File: src/design/vgcd_pkg.sv
// Shared constants, codes and types of the volume gradient block.
package vgcd_pkg;

    localparam int DEF_MAX_X       = 256;
    localparam int DEF_MAX_Y       = 256;
    localparam int DEF_MAX_Z       = 256;
    localparam int DEF_SAMPLE_BITS = 16;

    localparam int SAMPLE_W    = 16;
    localparam int GRAD_BITS   = 18;
    localparam int GRAD_MAX    = 131071;
    localparam int GRAD_MIN    = -131072;
    localparam int OUT_TDATA_W = 56;

    localparam int CFG_BITS     = 9;
    localparam int CFG_IDX_BITS = 2;
    localparam int SIZE_RESET   = 256;

    localparam logic MODE_SAMPLE = 1'b0;
    localparam logic MODE_FLUSH  = 1'b1;

    typedef enum logic [CFG_IDX_BITS-1:0] {
        CFG_SIZE_X = 2'd0,
        CFG_SIZE_Y = 2'd1,
        CFG_SIZE_Z = 2'd2
    } cfg_index_t;

    // Where a voxel sits on one axis, which picks the difference formula.
    typedef enum logic [1:0] {
        AXIS_FLAT,
        AXIS_LOW,
        AXIS_HIGH,
        AXIS_MID
    } axis_pos_t;

    typedef struct packed {
        logic      valid;
        logic      emit;
        logic      last;
        logic      mid_fwd;
        axis_pos_t pos_x;
        axis_pos_t pos_y;
        axis_pos_t pos_z;
    } stage_ctl_t;

endpackage

File: src/design/vgcd_grad.sv
// Gradient arithmetic, x neighbor registers and output queue of the gradient block.
module vgcd_grad #(
    parameter int SAMPLE_BITS = vgcd_pkg::DEF_SAMPLE_BITS
) (
    input  logic                                aclk,
    input  logic                                aresetn,
    input  vgcd_pkg::stage_ctl_t                s1_ctl,
    input  logic [SAMPLE_BITS-1:0]              s1_sample,
    input  logic [SAMPLE_BITS-1:0]              mid_rd,
    input  logic [SAMPLE_BITS-1:0]              zlo_rd,
    input  logic [SAMPLE_BITS-1:0]              yhi_rd,
    input  logic [SAMPLE_BITS-1:0]              ylo_rd,
    output logic                                take_ok,
    output logic                                m_tvalid,
    input  logic                                m_tready,
    output logic [vgcd_pkg::OUT_TDATA_W-1:0]    m_tdata,
    output logic                                m_tlast
);

    localparam int GB = vgcd_pkg::GRAD_BITS;
    localparam int CW = (SAMPLE_BITS + 2 > GB) ? SAMPLE_BITS + 2 : GB;
    localparam int RW = 3 * GB + 1;
    localparam int FIFO_DEPTH = 3;
    localparam int PW = $clog2(FIFO_DEPTH);
    localparam int NW = $clog2(FIFO_DEPTH + 1);

    localparam logic signed [CW-1:0] SAT_HI = CW'(vgcd_pkg::GRAD_MAX);
    localparam logic signed [CW-1:0] SAT_LO = CW'(vgcd_pkg::GRAD_MIN);

    logic signed [SAMPLE_BITS-1:0] mid_reg, prev_reg;
    logic signed [SAMPLE_BITS-1:0] next_val;
    logic signed [CW-1:0]          gx, gy, gz;
    logic [RW-1:0]                 entry;

    logic [RW-1:0] fifo_reg [FIFO_DEPTH];
    logic [PW-1:0] head_reg, head_next, tail_reg, tail_next;
    logic [NW-1:0] cnt_reg, cnt_next;
    logic          push, pop;
    logic [RW-1:0] head_entry;

    function automatic logic signed [CW-1:0] axis_grad(vgcd_pkg::axis_pos_t pos,
                                                       logic signed [SAMPLE_BITS-1:0] lo,
                                                       logic signed [SAMPLE_BITS-1:0] md,
                                                       logic signed [SAMPLE_BITS-1:0] hi);
        logic signed [CW-1:0] l, m, h, g;
        begin
            l = CW'(lo);
            m = CW'(md);
            h = CW'(hi);
            unique case (pos)
                vgcd_pkg::AXIS_FLAT: g = '0;
                vgcd_pkg::AXIS_LOW:  g = (h - m) <<< 1;
                vgcd_pkg::AXIS_HIGH: g = (m - l) <<< 1;
                vgcd_pkg::AXIS_MID:  g = h - l;
            endcase
            return g;
        end
    endfunction

    function automatic logic [GB-1:0] saturate(logic signed [CW-1:0] g);
        logic signed [CW-1:0] s;
        begin
            if (g > SAT_HI) begin
                s = SAT_HI;
            end else if (g < SAT_LO) begin
                s = SAT_LO;
            end else begin
                s = g;
            end
            return s[GB-1:0];
        end
    endfunction

    function automatic logic [PW-1:0] ptr_inc(logic [PW-1:0] p);
        return (p == PW'(FIFO_DEPTH - 1)) ? '0 : p + PW'(1);
    endfunction

    // The voxel after the output one was fetched in this item; when it was
    // written in the same item the RAM still held the old word.
    assign next_val = s1_ctl.mid_fwd ? s1_sample : mid_rd;

    always_comb begin
        gx    = axis_grad(s1_ctl.pos_x, prev_reg, mid_reg, next_val);
        gy    = axis_grad(s1_ctl.pos_y, ylo_rd, mid_reg, yhi_rd);
        gz    = axis_grad(s1_ctl.pos_z, zlo_rd, mid_reg, s1_sample);
        entry = {s1_ctl.last, saturate(gz), saturate(gy), saturate(gx)};
    end

    always_ff @(posedge aclk) begin
        if (s1_ctl.valid) begin
            prev_reg <= mid_reg;
            mid_reg  <= next_val;
        end
    end

    assign push       = s1_ctl.valid && s1_ctl.emit;
    assign pop        = m_tvalid && m_tready;
    assign head_entry = fifo_reg[head_reg];

    always_comb begin
        head_next = pop ? ptr_inc(head_reg) : head_reg;
        tail_next = push ? ptr_inc(tail_reg) : tail_reg;
        unique case ({push, pop})
            2'b10:   cnt_next = cnt_reg + NW'(1);
            2'b01:   cnt_next = cnt_reg - NW'(1);
            default: cnt_next = cnt_reg;
        endcase
    end

    always_ff @(posedge aclk) begin
        if (!aresetn) begin
            head_reg <= '0;
            tail_reg <= '0;
            cnt_reg  <= '0;
        end else begin
            head_reg <= head_next;
            tail_reg <= tail_next;
            cnt_reg  <= cnt_next;
        end
    end

    always_ff @(posedge aclk) begin
        if (push) begin
            fifo_reg[tail_reg] <= entry;
        end
    end

    // Room must remain for the queued results, the one now in flight and a new one.
    assign take_ok  = ((NW + 1)'(cnt_reg) + (NW + 1)'(push)) <= (NW + 1)'(FIFO_DEPTH - 1);
    assign m_tvalid = (cnt_reg != '0);
    assign m_tdata  = {{(vgcd_pkg::OUT_TDATA_W - 3 * GB){1'b0}}, head_entry[3*GB-1:0]};
    assign m_tlast  = head_entry[RW-1];

endmodule

File: config.mk
export PLATFORM = sky130hd
export DESIGN_NAME = vgcd_grad
export DESIGN_NICKNAME = d
export VERILOG_FILES = /design/src/design/vgcd_pkg.sv /design/src/design/vgcd_grad.sv
export SDC_FILE = /design/constraint.sdc
export NUM_CORES = 1
export LEC_CHECK = 0
export ABC_AREA = 1
export BUFFER_PORTS_ARGS = -buffer_cell sky130_fd_sc_hd__buf_2
export CAP_MARGIN = 10
export CORE_MARGIN = 2
export CORE_UTILIZATION = 41
export DETAILED_ROUTE_END_ITERATION = 10
export GPL_ROUTABILITY_DRIVEN = 0
export PLACE_DENSITY = 0.66
export SYNTH_ARGS = -nofsm -noshare
export SYNTH_HDL_FRONTEND = slang
export SYNTH_SLANG_ARGS = --single-unit
File: constraint.sdc
create_clock -name aclk -period 4.6 [get_ports aclk]
set_clock_uncertainty 0.2 [all_clocks]
set_input_delay 0.23 -clock aclk [delete_from_list [all_inputs] [get_ports aclk]]
set_output_delay 0.23 -clock aclk [all_outputs]
set_load 0.005 [all_outputs]
==> results.txt <==
----------------------------------------------------
[Floorplan]
  Initial cell density of the core ... 0.4157
  Full die area ... 0.04420 sq mm
  Die extent in x ... about 210 microns
  Boundary pin count ... 152
  Die Y-Extent ... 210.2 microns
  Placeable core region ... 0.04195 sq mm
  Total number of placement rows ... 75

[Clocking]
  H-tree lvl count ... 1
  Clock tree from TritonCTS ... yes
  Clk Tree Root Cell ... sky130_fd_sc_hd__clkbuf_16
  Number of buffers inserted during clock tree synthesis ... 23
  Clock network latency to the later pin of the worst-skew pair ... 0.56 ns
  Buffers inserted during post-CTS setup optimization ... 0
  Maximum clock path buffer count ... 3
  Clock-pin transition on the worst setup and hold timing paths ... 0.07 ns
  Resize count post-CTS ... 0
  Sinks on the clock net ... approximately 200
  Number of hold buffers added after CTS ... 33

[Logic synthesis]
  Ranking of synthesized cells by area ... sky130_fd_sc_hd__edfxtp_1 34%, sky130_fd_sc_hd__nand2_1 19%, sky130_fd_sc_hd__ha_1 11%
  Top cell type's share of synthesized area ... 0.3392
  Yosys top cell by area ... sky130_fd_sc_hd__edfxtp_1
  Mapped Area ... 0.01744 sq mm
  Sequential fraction of the synthesis area ... 0.3484
  Distinct cells, synth ... 36
  Yosys warning count ... 0
  Mapped Cells ... 2541
  Post-Synthesis Mean Instance Area ... 6.863 sq um
  Flops & latches, synth ... approximately 200

[Setup path]
  Data required time at the worst endpoint ... 4.66 ns
  Category of the most critical setup path ... flip-flop to flip-flop
  Critical path cell sequence ... inv_1 -> ha_1 -> nand2_1 -> inv_1 -> a21oi_1 -> nand2_1 -> nand2_1 -> nand2_1 -> nand2_1 -> nand3_1 -> nand3_1
  Total number of cells along the worst setup path ... 11
  Cell with the biggest individual delay on the critical path ... sky130_fd_sc_hd__edfxtp_1
  Depth of the most critical reg-to-reg path ... 11
  Worst Path Arrival ... 2.90 ns
  Cell occurring most often along the worst timing path ... sky130_fd_sc_hd__nand2_1
  Category of the worst setup path launch point ... flip-flop
  Buf+Inv Stages, Crit Path ... 2
  Crit-path leading delay family ... simple AND/OR/NAND/NOR gates
  Delay contributed by the slowest stage of the critical path ... 0.58 ns
  Worst-path maximum fanout ... 5
  Worst setup EP type ... flip-flop

[Finish]
  NumNets Final ... 2978
  Core Util, Final ... 0.4750
  Max FFs per register ... between 150 and 200
  Non-filler cells, final ... 3283
  Area Growth Syn to Fin ... 14.26%
  Fraction of final layout cells with drive strength greater than 1 ... 0.08826

[Global route]
  Maximum number of pins on one net before global-route repair ... 57
  Overall fraction of global-route tracks in use ... 0.2500
  Remaining global-route overflow ... 0
  Via count of the first global-routing pass ... 15940
  Wire length of the first global-routing pass ... around 87000 microns
  Number of antenna violations at the first check in global routing ... 0

[Timing]
  Worst-Margin Slew ... 1.150 ns
  Hold Fails Final Rpt ... 0
  Worst Hold Margin ... 0.03325 ns
  Tmin final ... 2.840 ns
  Highest Clock Rate ... 0.3521 GHz
  Setup repair after global routing missed its margin ... false
  Period utilisation layout ... 0.6174
  Final setup viols ... 0
  Max Transition Viols Final ... 0
  Worst slew slack as a fraction of its limit ... 0.2337

[Placed design]
  Number of instances in the placed design ... 3208
  Placed wire-length estimate after detailed placement ... 44060 microns
  Count of buffers inserted at the top-level ports ... 149

[Routing]
  Wire length after detailed routing ... 55560 microns
  Pre-antenna DRT Iters ... 7
  Total via count after detailed routing ... 17080
  DR WL/cell ... 16.92 microns
  Violation count after the first detailed-routing iteration ... 1452
  Drt drc ... 0
  Average via count per standard cell ... 5.202
  Detail Route Antenna Nets ... 0

[Min path]
  Hold Path Stages ... 2
  Min-delay worst type ... input port to flip-flop

[Pwr]
  VDD IR max ... 202.4 uV
  Standby leakage power ... 10.56 nW
  Cell Pwr Density ... between 300 and 400 mW/mm^2

[Status]
  Run status ... finished, final reports clean

[Flow run]
  Max-Cap Viols ... 0

----------------------------------------------------
-- kinds of logic (layout without fill, tap and decap cells) --
group                    count (synthesis)  count (layout)  synth area share
AO/OA/AOI/OAI                          282             282           0.08388
XOR/XNOR                                 5               5          0.002511
adder cells (fa/ha/maj)                158             158            0.1172
buffers and inverters                  526             726            0.1142
flip-flops                             205             205            0.3484
multiplexers                            14              14          0.009041
other                                    1               4         0.0002150
AND/OR/NAND/NOR                       1350            1350            0.3245
-- layout make-up --
class / instances / area [sq um]
sequential: 205 / 6078
antenna: 2 / 5.005
clock inverter: 14 / 192.7
tap: 539 / 674.4
fill: 4266 / 22020
inverter: 495 / 1858
timing repair buffer: 191 / 1144
multi-input combinational: 1811 / 9385
clock buffer: 26 / 586.8
-- metal layers --
| metal | vias to the layer above | track usage | routed length [microns] |
|---|---|---|---|
| li1 | 8510 | - | - |
| met1 | 7780 | 0.3520 | 25120 |
| met2 | 680 | 0.3986 | 24160 |
| met3 | 109 | 0.03218 | 4465 |
| met4 | 0 | 0.08168 | 1803 |
| met5 | - | 0 | 0 |
-- synth_stat cells, drive strengths merged --
library cell    n
edfxtp        197
dfxtp           8
clkinv          2
nand2         883
nor2          133
nand4           8
nand3b         21
fa              9
a21oi         229
nand3         223
clkbuf         10
ha            149
a211oi          1
nor3           39
inv           493
o22ai           3
and2           16
mux2           14
o211ai          4
xnor2           5
o221ai          6
conb            1
o21ai          35
or2            27
o21bai          3
o211a           1
buf            21
-- through the flow --
step / power [mW] / cell area [sq um] / setup WS [ns] / setup TNS [ns]
2_1_floorplan: 3.846 / 17440 / -0.2894 / -31.21
3_3_place_gp: 4.556 / 18810 / 1.749 / 0
3_5_place_dp: 4.598 / 18810 / 1.673 / 0
4_1_cts: 6.557 / 19920 / 1.728 / 0
5_1_grt: 6.971 / 19920 / 1.605 / 0
6_report: 6.561 / 19920 / 1.760 / 0
-- placed cells by master, fill, tap and decap left out, drive strengths merged --
master	count
or2	27
nor3	39
nor2	133
fa	9
nand2	883
nand3b	21
diode	2
o211a	1
edfxtp	197
mux2	14
o211ai	4
buf	158
a21oi	229
a211oi	1
o221ai	6
nand4	8
o22ai	3
clkbuf	26
o21ai	35
clkinv	9
o21bai	3
nand3	223
conb	2
inv	496
xnor2	5
ha	149
bufinv	4
dfxtp	8
and2	16
dlygate4sd3	33
-- worst paths after layout --
path                                                from                   endpoint  slack, ns
worst max-delay path                mid_reg[7]$_DFFE_PP_  fifo_reg[0][35]$_DFFE_PP_       1.76
worst min-delay path                        s1_sample[3]       mid_reg[3]$_DFFE_PP_       0.03
worst max register to register      mid_reg[7]$_DFFE_PP_  fifo_reg[0][35]$_DFFE_PP_       1.76
worst min register to register  head_reg[1]$_SDFFE_PN0P_                  flip-flop       0.28
-- worst register-to-register path: stages, from the launching register on --
cell and delay, ns:
sky130_fd_sc_hd__edfxtp_1 0.58, sky130_fd_sc_hd__inv_1 0.25, sky130_fd_sc_hd__ha_1 0.42, sky130_fd_sc_hd__nand2_1 0.10
sky130_fd_sc_hd__inv_1 0.15, sky130_fd_sc_hd__a21oi_1 0.09, sky130_fd_sc_hd__nand2_1 0.21, sky130_fd_sc_hd__nand2_1 0.11
sky130_fd_sc_hd__nand2_1 0.08, sky130_fd_sc_hd__nand2_1 0.05, sky130_fd_sc_hd__nand3_1 0.14, sky130_fd_sc_hd__nand3_1 0.15
-- power breakdown --
part,switching [mW],internal (mW),leakage (nW),total [mW]
Clock,0.783,1.15,0.383,1.93
Sequential,0.0630,2.20,1.90,2.27
Combinational,1.56,0.802,8.27,2.36
No activity file was read; power rests on OpenSTA's default activity.
